## config.mk

```make
export PLATFORM = sky130hd
export DESIGN_NAME = sprite_alpha_class_scan_top
export DESIGN_NICKNAME = d
export VERILOG_FILES = /design/src/hdl/sacs_pkg.sv /design/src/hdl/sacs_lane.sv /design/src/hdl/sacs_merge.sv /design/src/hdl/sprite_alpha_class_scan_top.sv
export SDC_FILE = /design/constraint.sdc
export NUM_CORES = 1
export LEC_CHECK = 0
export BUFFER_PORTS_ARGS = -buffer_cell sky130_fd_sc_hd__buf_2
export CAP_MARGIN = 30
export CORE_ASPECT_RATIO = 1.5
export CORE_MARGIN = 2
export CORE_UTILIZATION = 40
export DETAILED_ROUTE_END_ITERATION = 8
export SYNTH_ARGS = -nofsm -noshare
export SYNTH_HDL_FRONTEND = slang
export SYNTH_SLANG_ARGS = --single-unit
```

## constraint.sdc

```tcl
create_clock -name clock -period 5.6 [get_ports clock]
set_input_delay 1.12 -clock clock [delete_from_list [all_inputs] [get_ports clock]]
set_output_delay 1.12 -clock clock [all_outputs]
set_load 0.005 [all_outputs]
```

## src/hdl/sacs_pkg.sv

```systemverilog
`timescale 1ns / 1ps
`default_nettype none
// ----------------------------------------------------------------------------
// sacs_pkg
// Shared types and constants for the sprite alpha class scanner.
// ----------------------------------------------------------------------------
package sacs_pkg;

   localparam int unsigned BYTE_W         = 8;
   localparam int unsigned LANES          = 4;
   localparam int unsigned ALPHA_LANE     = 3;
   localparam int unsigned COUNT_W        = 13;
   localparam int unsigned CHAN_W         = 3;
   localparam int unsigned CSR_DATA_W     = 13;
   localparam int unsigned DEF_MAX_PIXELS = 4096;

   localparam logic [BYTE_W-1:0]  BYTE_MIN  = 8'd0;
   localparam logic [BYTE_W-1:0]  BYTE_MAX  = 8'd255;
   localparam logic [COUNT_W-1:0] COUNT_MAX = 13'd8191;

   localparam logic [CHAN_W-1:0]  CHAN_RGB         = 3'd3;
   localparam logic [CHAN_W-1:0]  CHAN_RESET       = 3'd4;
   localparam logic [COUNT_W-1:0] SPRITE_PIX_RESET = 13'd64;

   typedef enum logic [0:0] {
      CSR_CHANNEL_COUNT = 1'b0,
      CSR_SPRITE_PIXELS = 1'b1
   } csr_index_type;

   typedef enum logic [3:0] {
      CLS_INVISIBLE       = 4'd0,
      CLS_OPAQUE_CRGB     = 4'd1,
      CLS_OPAQUE          = 4'd2,
      CLS_ONEBIT_CRGB     = 4'd3,
      CLS_ONEBIT          = 4'd4,
      CLS_SEMI_CRGB_CA    = 4'd5,
      CLS_SEMI_CRGB       = 4'd6,
      CLS_SEMI_CA         = 4'd7,
      CLS_SEMI            = 4'd8
   } class_type;

   // Per-pixel verdict from the merge stage.
   typedef struct packed {
      logic      class_valid;
      class_type class_code;
      logic      size_error;
   } verdict_type;

endpackage : sacs_pkg
`default_nettype wire

```

## src/hdl/sacs_lane.sv

```systemverilog
`timescale 1ns / 1ps
`default_nettype none
// ----------------------------------------------------------------------------
// sacs_lane
// One channel lane: keeps the first byte of a sprite and a constant flag.
// ----------------------------------------------------------------------------
module sacs_lane
   import sacs_pkg::*;
(
   input  wire logic              clock,
   input  wire logic              reset,
   input  wire logic              advance,
   input  wire logic              at_first,
   input  wire logic              last,
   input  wire logic [BYTE_W-1:0] px,
   output logic                   const_upd
);

   logic [BYTE_W-1:0] first_ff, first_in;
   logic              const_ff, const_in;

   // flag as it stands after this pixel
   assign const_upd = at_first ? const_ff : (const_ff && (first_ff == px));

   always_comb begin
      first_in = first_ff;
      const_in = const_ff;
      if (advance) begin
         if (last) begin
            const_in = 1'b1;
         end else begin
            const_in = const_upd;
            if (at_first) begin
               first_in = px;
            end
         end
      end
   end

   always_ff @(posedge clock) begin
      first_ff <= first_in;
      if (reset) begin
         const_ff <= 1'b1;
      end else begin
         const_ff <= const_in;
      end
   end

endmodule : sacs_lane
`default_nettype wire

```

## src/hdl/sacs_merge.sv

```systemverilog
`timescale 1ns / 1ps
`default_nettype none
// ----------------------------------------------------------------------------
// sacs_merge
// Merges lane flags with alpha range flags and pixel count into a verdict.
// ----------------------------------------------------------------------------
module sacs_merge
   import sacs_pkg::*;
#(
   parameter int unsigned MAX_SPRITE_PIXELS = DEF_MAX_PIXELS
)(
   input  wire logic               clock,
   input  wire logic               reset,
   input  wire logic               advance,
   input  wire logic               last,
   input  wire logic [BYTE_W-1:0]  alpha,
   input  wire logic [LANES-1:0]   const_upd,
   input  wire logic [COUNT_W-1:0] sprite_pixels,
   output logic                    at_first,
   output verdict_type             verdict
);

   localparam int unsigned CMP_W = 18;
   localparam logic [CMP_W-1:0] MAX_PIX = CMP_W'(MAX_SPRITE_PIXELS);

   logic               first_ff, first_in;
   logic               zero_ff, zero_in, full_ff, full_in, mid_ff, mid_in;
   logic [COUNT_W-1:0] count_ff, count_in;

   logic               zero_upd, full_upd, mid_upd;
   logic [COUNT_W-1:0] count_upd;
   logic               rgb_flat, alpha_flat, bad;
   class_type          code;

   assign at_first = first_ff;

   assign zero_upd  = zero_ff | (alpha == BYTE_MIN);
   assign full_upd  = full_ff | (alpha == BYTE_MAX);
   assign mid_upd   = mid_ff  | ((alpha != BYTE_MIN) && (alpha != BYTE_MAX));
   assign count_upd = (count_ff == COUNT_MAX) ? count_ff : count_ff + 1'b1;

   assign rgb_flat   = &const_upd[ALPHA_LANE-1:0];
   assign alpha_flat = const_upd[ALPHA_LANE];

   assign bad = (sprite_pixels == '0)
             || ({{(CMP_W-COUNT_W){1'b0}}, sprite_pixels} > MAX_PIX)
             || (count_upd != sprite_pixels);

   always_comb begin
      if (!mid_upd && !full_upd) begin
         code = CLS_INVISIBLE;
      end else if (!mid_upd && !zero_upd) begin
         code = rgb_flat ? CLS_OPAQUE_CRGB : CLS_OPAQUE;
      end else if (!mid_upd) begin
         code = rgb_flat ? CLS_ONEBIT_CRGB : CLS_ONEBIT;
      end else if (rgb_flat) begin
         code = alpha_flat ? CLS_SEMI_CRGB_CA : CLS_SEMI_CRGB;
      end else begin
         code = alpha_flat ? CLS_SEMI_CA : CLS_SEMI;
      end
   end

   always_comb begin
      verdict.class_valid = last && !bad;
      verdict.class_code  = (last && !bad) ? code : CLS_INVISIBLE;
      verdict.size_error  = last && bad;
   end

   always_comb begin
      first_in = first_ff;
      zero_in  = zero_ff;
      full_in  = full_ff;
      mid_in   = mid_ff;
      count_in = count_ff;
      if (advance) begin
         if (last) begin
            first_in = 1'b1;
            zero_in  = 1'b0;
            full_in  = 1'b0;
            mid_in   = 1'b0;
            count_in = '0;
         end else begin
            first_in = 1'b0;
            zero_in  = zero_upd;
            full_in  = full_upd;
            mid_in   = mid_upd;
            count_in = count_upd;
         end
      end
   end

   always_ff @(posedge clock) begin
      if (reset) begin
         first_ff <= 1'b1;
         zero_ff  <= 1'b0;
         full_ff  <= 1'b0;
         mid_ff   <= 1'b0;
         count_ff <= '0;
      end else begin
         first_ff <= first_in;
         zero_ff  <= zero_in;
         full_ff  <= full_in;
         mid_ff   <= mid_in;
         count_ff <= count_in;
      end
   end

endmodule : sacs_merge
`default_nettype wire

```

## src/hdl/sprite_alpha_class_scan_top.sv

```systemverilog
`timescale 1ns / 1ps
`default_nettype none
// The rsp word for an accepted req word is registered and valid in the next cycle.
// Throughput: one pixel per cycle while rsp_tready is high; the rsp output register frees up in the
//   same cycle it is drained, so req_tready stays high under steady flow.
// Reset: synchronous, active high; config returns to 4 channels / 64 pixels,
//   scan state to start-of-sprite, rsp channel empty.
// ----------------------------------------------------------------------------
// sprite_alpha_class_scan_top
// Pixel stream pass-through with alpha split and per-sprite transparency
// classification: four channel lanes plus a merge stage, one output register.
// ----------------------------------------------------------------------------
module sprite_alpha_class_scan_top
   import sacs_pkg::*;
#(
   parameter int unsigned MAX_SPRITE_PIXELS = DEF_MAX_PIXELS
)(
   input  wire logic                  clock,
   input  wire logic                  reset,
   // config write port
   input  wire logic                  csr_we,
   input  wire logic [0:0]            csr_addr,
   input  wire logic [CSR_DATA_W-1:0] csr_wdata,
   // pixel in
   input  wire logic                  req_tvalid,
   output logic                       req_tready,
   input  wire logic [39:0]           req_tdata,  // red, green, blue, alpha_in, sprite_slot
   input  wire logic                  req_tlast,  // last_pixel
   // pixel out
   output logic                       rsp_tvalid,
   input  wire logic                  rsp_tready,
   output logic [47:0]                rsp_tdata   // rgb_out, alpha_out, slot_out,
                                                  // class_valid, class_code, size_error, pad
);

   // ---- config registers ----
   logic [CHAN_W-1:0]  chan_ff, chan_in;
   logic [COUNT_W-1:0] pix_ff, pix_in;

   always_comb begin
      chan_in = chan_ff;
      pix_in  = pix_ff;
      if (csr_we) begin
         unique case (csr_index_type'(csr_addr))
            CSR_CHANNEL_COUNT: chan_in = csr_wdata[CHAN_W-1:0];
            CSR_SPRITE_PIXELS: pix_in  = csr_wdata[COUNT_W-1:0];
            default: ;
         endcase
      end
   end

   always_ff @(posedge clock) begin
      if (reset) begin
         chan_ff <= CHAN_RESET;
         pix_ff  <= SPRITE_PIX_RESET;
      end else begin
         chan_ff <= chan_in;
         pix_ff  <= pix_in;
      end
   end

   // ---- input unpack ----
   logic                          accept;
   logic [LANES-1:0][BYTE_W-1:0]  px;
   logic [BYTE_W-1:0]             slot;

   assign accept = req_tvalid && req_tready;
   assign px[0]  = req_tdata[7:0];
   assign px[1]  = req_tdata[15:8];
   assign px[2]  = req_tdata[23:16];
   // three-channel mode: alpha plane is fully opaque
   assign px[ALPHA_LANE] = (chan_ff == CHAN_RGB) ? BYTE_MAX : req_tdata[31:24];
   assign slot   = req_tdata[39:32];

   // ---- channel lanes ----
   logic             at_first;
   logic [LANES-1:0] const_upd;

   for (genvar g = 0; g < LANES; g++) begin : g_lane
      sacs_lane u_lane (
         .clock     (clock),
         .reset     (reset),
         .advance   (accept),
         .at_first  (at_first),
         .last      (req_tlast),
         .px        (px[g]),
         .const_upd (const_upd[g])
      );
   end

   // ---- merge: alpha range flags, count check, class code ----
   verdict_type verdict;

   sacs_merge #(
      .MAX_SPRITE_PIXELS (MAX_SPRITE_PIXELS)
   ) u_merge (
      .clock         (clock),
      .reset         (reset),
      .advance       (accept),
      .last          (req_tlast),
      .alpha         (px[ALPHA_LANE]),
      .const_upd     (const_upd),
      .sprite_pixels (pix_ff),
      .at_first      (at_first),
      .verdict       (verdict)
   );

   // ---- output register ----
   // Loads whenever empty or being drained in the same cycle.
   logic        rsp_valid_ff, rsp_valid_in;
   logic [47:0] rsp_data_ff, rsp_data_in;

   assign req_tready = !rsp_valid_ff || rsp_tready;

   always_comb begin
      rsp_valid_in = rsp_valid_ff;
      rsp_data_in  = rsp_data_ff;
      if (rsp_valid_ff && rsp_tready) begin
         rsp_valid_in = 1'b0;
      end
      if (accept) begin
         rsp_valid_in = 1'b1;
         rsp_data_in  = {2'b00, verdict.size_error, 4'(verdict.class_code),
                         verdict.class_valid, slot, px[ALPHA_LANE],
                         px[2], px[1], px[0]};
      end
   end

   always_ff @(posedge clock) begin
      rsp_data_ff <= rsp_data_in;
      if (reset) begin
         rsp_valid_ff <= 1'b0;
      end else begin
         rsp_valid_ff <= rsp_valid_in;
      end
   end

   assign rsp_tvalid = rsp_valid_ff;
   assign rsp_tdata  = rsp_data_ff;

   // ---- assertions ----
   // a sprite is either classified or rejected, never both
   a_verdict_excl: assert property (@(posedge clock) disable iff (reset)
      rsp_valid_ff |-> !(rsp_data_ff[40] && rsp_data_ff[45]))
      else $error("class_valid and size_error both set");

   // a class code only accompanies a valid classification
   a_code_gated: assert property (@(posedge clock) disable iff (reset)
      (rsp_valid_ff && !rsp_data_ff[40]) |-> (rsp_data_ff[44:41] == 4'(CLS_INVISIBLE)))
      else $error("class_code set without class_valid");

   // a pixel that does not end a sprite carries no verdict
   a_mid_sprite: assert property (@(posedge clock) disable iff (reset)
      (accept && !req_tlast) |=> (rsp_data_ff[45:40] == '0))
      else $error("verdict on a non-last pixel");

endmodule : sprite_alpha_class_scan_top
`default_nettype wire

```

; After elaboration in Yosys (flattened, before gate mapping)
; Index checks and enable logic that the tools add are counted.
[op_classes]
n_reduce_logical = 28
n_eq_ne = 9
order_cmp = 1
bitwise_logic = 6
n_mux = 24
n_addsub = 1
[ops]
columns = op, n
row1 = $eq 8x8->1, 4
row2 = $mux 13, 2
row3 = $mux 4, 4
row4 = $mux 1, 14
row5 = $add 13x1->13 const B, 1
row6 = $eq 13x13->1 const B, 1
row7 = $gt 13x13->1 const B, 1
row8 = $logic_not 13->1, 1
row9 = $ne 13x13->1, 1
row10 = $logic_and 1x1->1, 11
row11 = $eq 8x8->1 const B, 1
row12 = $logic_not 8->1, 1
row13 = $mux 8, 1
row14 = $ne 8x8->1 const B, 1
row15 = $reduce_bool 8->1, 1
row16 = $reduce_and 3->1, 2
row17 = $logic_not 1->1, 5
row18 = $mux 2, 2
row19 = $reduce_and 2->1, 2
row20 = $eq 3x2->1 const B, 1
row21 = $logic_or 1x1->1, 3
row22 = $mux 3, 1
row23 = $not 1->1, 3
row24 = $or 1x1->1, 3
row25 = 2 further kinds, 2
[word_totals]
output_inout_bits = 50
reg_bits = 116
in_bits = 60
wordCells = 87

; Depth between registers and ports, before layout
[depth]
word_depth = 9
depth_mapped = 10
depth_no_buf = 8

; Hierarchy
; A second synthesis with hierarchy kept.
[unflattened]
cells_unflattened = 459
area_unflattened_um2 = 5393.9
[by_module_without_submodules]
columns = mod, seq_area_each_um2, cells_per_inst, instances, area_each_um2
row1 = sprite_alpha_class_scan_top, 1721.7, 133, 1, 2235.9
row2 = sacs_merge, 340.3, 222, 1, 1621.6
row3 = sacs_lane, 260.2, 26, 4, 384.1

; Worst setup path after synthesis
; Ideal clock, no wire load.
[synth_path]
path_type = in2reg
start = input port rsp_tready
end = register g_lane[0].u_lane.first_ff[0] (enable)
n_path_buf = 1
setup_ps = 461
stages = 4
arrival_time_ps = 3853
path_slack_ps = 1287
t_required_ps = 5139
cell_sequence = nand2b_1 -> nand2_1 -> clkbuf_1 -> nor3_1
[synth_via]
elab_chain_len = 3
[synth_rtl]
columns = element, line
row1 = from (decl), sprite_alpha_class_scan_top.sv:31  ; input wire logic rsp_tready,
row2 = $logic_or 1x1->1, sprite_alpha_class_scan_top.sv:113  ; assign req_tready = !rsp_valid_ff || rsp_tready;
row3 = $logic_and 1x1->1, sprite_alpha_class_scan_top.sv:67  ; assign accept = req_tvalid && req_tready;
row4 = $reduce_and 3->1 (no source line), n/a
row5 = to (signal assigned), sacs_lane.sv:41  ; first_ff <= first_in;
row6 = to (decl), sacs_lane.sv:19  ; logic [BYTE_W-1:0] first_ff, first_in;
; No other way between the ends.
; A chain may end at the register's enable or synchronous reset.

==> results.md <==
* Count of nets left with antenna violations after detail routing at 0
* Final clock skew at about 0.0064 ns
* Leakage Power at ~2.4 nW
* Via-to-Cell Ratio at roughly 5.4
* Largest delay share family, worst path: compound AO/OA/AOI/OAI gates
* CP Cell Sequence: ha_1 > nand3_2 > a2111oi_0 > nor3_1 > nor3_1 > nand4_1 > o31a_2
* Die ar. at between 10000 and 15000 sq um
* Number of cell rows at 50
* Die outline height at 143 microns
* Post-synthesis cell count at roughly 450
* GP Congestion at 0.950
* Initial core utilization at 41.1%
* TNS Setup at 0 ns
* Largest cells by area after synthesis: edfxtp_1 (45%), dfxtp_1 (15%), xor2_1 (4.7%)
* Initial antenna violation count at 0
* TritonCTS clock tree: yes
* Bufs on Longest Clock Path at 2
* Hold WS at 0.453 ns
* Die X-Extent at 96.8 microns
* Final cycle utilization of the critical path at 57.5%
* Fin worst setup slack at ~2.4 ns
* Inserted Diodes at 0
* Final design area excluding fillers at between 6000 and 7000 sq um
* TritonCTS Sinks at approximately 120
* Most frequent cells after synthesis: edfxtp_1 (78), nand2_1 (49), dfxtp_1 (38), a21oi_1 (36), xor2_1 (28)
* DRC errors left at 0
* Worst-skew pair later-pin latency at approximately 0.40 ns
* I/O pins at 110
* Max stage delay cell, worst path: a2111oi_0
* Syn Std Cell Area at 5170 sq um
* Global-route wire length before repair at 19.0 mm
* Number of nets at the end of the flow at between 600 and 700
* HPWL Detailed at between 8 and 9 mm
* Post-synth top area cell: edfxtp_1
* Number of hold-slack violations in the final timing report at 0
* Top FF cell, synth: edfxtp_1
* Number of synthesized register bits at ~120
* Setup crit start kind: register
* Setup violators final at 0
* Measured slew at the worst slew-check pin at between 0.9 and 1 ns
* CP endpoint kind: register
* CP required at 5.74 ns
* Arrival time worst endpoint at 3.37 ns
* Max frequency at 311 MHz
* H-tree level count at 4
* Most frequent cell after synthesis: edfxtp_1
* Worst supply voltage drop on vdd at 0.200 mV
* Highest fanout seen on the critical path at 9
* Placeable Area at between 10000 and 15000 sq um
* Root Buffer: clkbuf_16
* Crit path buf inv count at 0
* Via Count at roughly 3.9k
* Layout cell share with drive strength beyond 1 at ~29%
* Pins Over Slew Limit at 0
* Share of synthesized flip-flops with an asynchronous set or reset at 0%
* CTS resizes at 0
* Wirelength per Cell at around 16 microns
* Worst hold path type: reg -> reg
* Number of maximum-capacitance constraint violations at 0
* Fraction of post-synthesis cell area in the top cell type by area at 45.3%
* Remaining global-route overflow at 0
* Mean instance size in the synthesized netlist at ~11 sq um
* Global Route Usage Sum at roughly 17%
* Power density of the placed cells at between 300 and 400 nW/um^2
* Final min period at around 3.2 ns
* Sequential cell area fraction in the yosys report at roughly three fifths
* Setup repair after global routing missed its margin: false
* Result of the run: finished clean
* Total placed instance area at 5790 sq um
* Crit path largest cell delay at just under 0.8 ns
* Via count of the first global-routing pass at about 3.9k
* Area growth, synth to finish at 22.9%
* Startpoint-to-endpoint class of the critical path: reg -> reg
* Number of buffers inserted by post-CTS setup repair at 0
* CP most frequent cell: nor3_1
* Inserted Clock Buffers at 17
* Detailed Route Iter0 Violations at approximately 190
* Worst slew slack as a fraction of its limit at 34.8%
* Maximum number of pins on one net before global-route repair at between 40 and 50
* Total of hold buffers inserted after clock tree synthesis at 0
* Fraction of the core area covered by cells at the end of the flow at between 50% and 60%
* Synthesis Warnings at 0
* Number of enable flip-flop cells after synthesis at 78
* Drt first pass iters at 4
* Unique masters post-synth at 60
* Worst slack at placement at between 2 and 2.5 ns
* Number of buffers added on ports at 107
* Clock-pin slew on the worst setup and hold paths at around 0.05 ns
* Final Routed Wirelength at 11.6 mm
-- path summary, 6_finish.rpt --
check / cells after the start / start / endpoint / slack [ns]
setup / recovery: 7 / u_merge.count_ff[1] / rsp_tdata[45] / 2.38
setup reg to reg: 7 / u_merge.count_ff[1] / rsp_tdata[45] / 2.38
hold / removal: 2 / g_lane[0].u_lane.const_ff / g_lane[0].u_lane.const_ff / 0.45
hold reg to reg: 2 / g_lane[0].u_lane.const_ff / g_lane[0].u_lane.const_ff / 0.45
-- state kept, by name (all words and copies together) (netlist names) --
signal                  count
u_merge.at_first            1
u_merge.full_ff             1
pix_ff                     13
g_lane.u_lane.const_ff      4
u_merge.mid_ff              1
rsp_tvalid                  1
rsp_tdata                  46
g_lane.u_lane.first_ff     32
u_merge.zero_ff             1
u_merge.count_ff           13
chan_ff                     3
-- kinds of logic after synthesis --
logic type,share of synthesized area (%)
xor gates and xnor gates,5.59
adders and majority gates,0.484
muxes,1.16
buffers and inverters,3.03
DFF,60.1
and+or+nand+nor,17.9
AOI/OAI and AO/OA,11.7
other,0.0726
-- per-layer routing --
| layer | share of wire [%] | vias to the layer above | global-route usage, % |
|---|---|---|---|
| met5 | 0 | - | 0 |
| met4 | 2.5 | 0 | 7.71 |
| met3 | 4.7 | 24 | 4.01 |
| met2 | 52 | 138 | 31.5 |
| li1 | - | 1896 | - |
| met1 | 40 | 1839 | 18.8 |
-- power by group --
group | internal, mW | switching (mW)
Clock | 0.648 | 0.381
Combinational | 0.0635 | 0.0919
Sequential | 0.959 | 0.0170
-- final cells by class --
type / instances / area (sq um)
fill: 1140 / 6220
sequential: 116 / 3100
multi-input combinational: 307 / 1920
timing repair buffer: 109 / 551
clock buffer: 17 / 425
tap: 156 / 195
clock inverter: 14 / 139
inverter: 6 / 22.5
-- cell usage in the layout, fill, tap and decap left out, types with 4 or more instances in the layout --
| cell | count |
|---|---|
| buf_2 | 107 |
| mux2i_1 | 6 |
| inv_1 | 5 |
| clkbuf_16 | 17 |
| nand3_1 | 8 |
| o22ai_1 | 7 |
| nand2b_1 | 4 |
| clkinv_2 | 6 |
| xor2_1 | 28 |
| a31oi_1 | 9 |
| and3_1 | 5 |
| dfxtp_1 | 38 |
| xnor2_1 | 5 |
| nor2_1 | 25 |
| a21oi_1 | 36 |
| nand2_1 | 49 |
| or2_2 | 9 |
| o21a_1 | 9 |
| edfxtp_1 | 78 |
| nor4_1 | 12 |
| o21ai_0 | 13 |
| nand4_1 | 6 |
| nor3_1 | 25 |
-- worst min-delay path: stages, from the launching register on --
cell	delay, ns
dfxtp_1	0.31
nand2_1	0.06
nand2_1	0.04
-- per-stage QoR --
step,power (mW),instances
6_report,2.16,725
5_1_grt,2.24,725
4_1_cts,2.18,725
3_5_place_dp,1.15,694
3_3_place_gp,1.15,694
2_1_floorplan,1.08,452
Note: power is estimated with default switching activity, not from simulation.
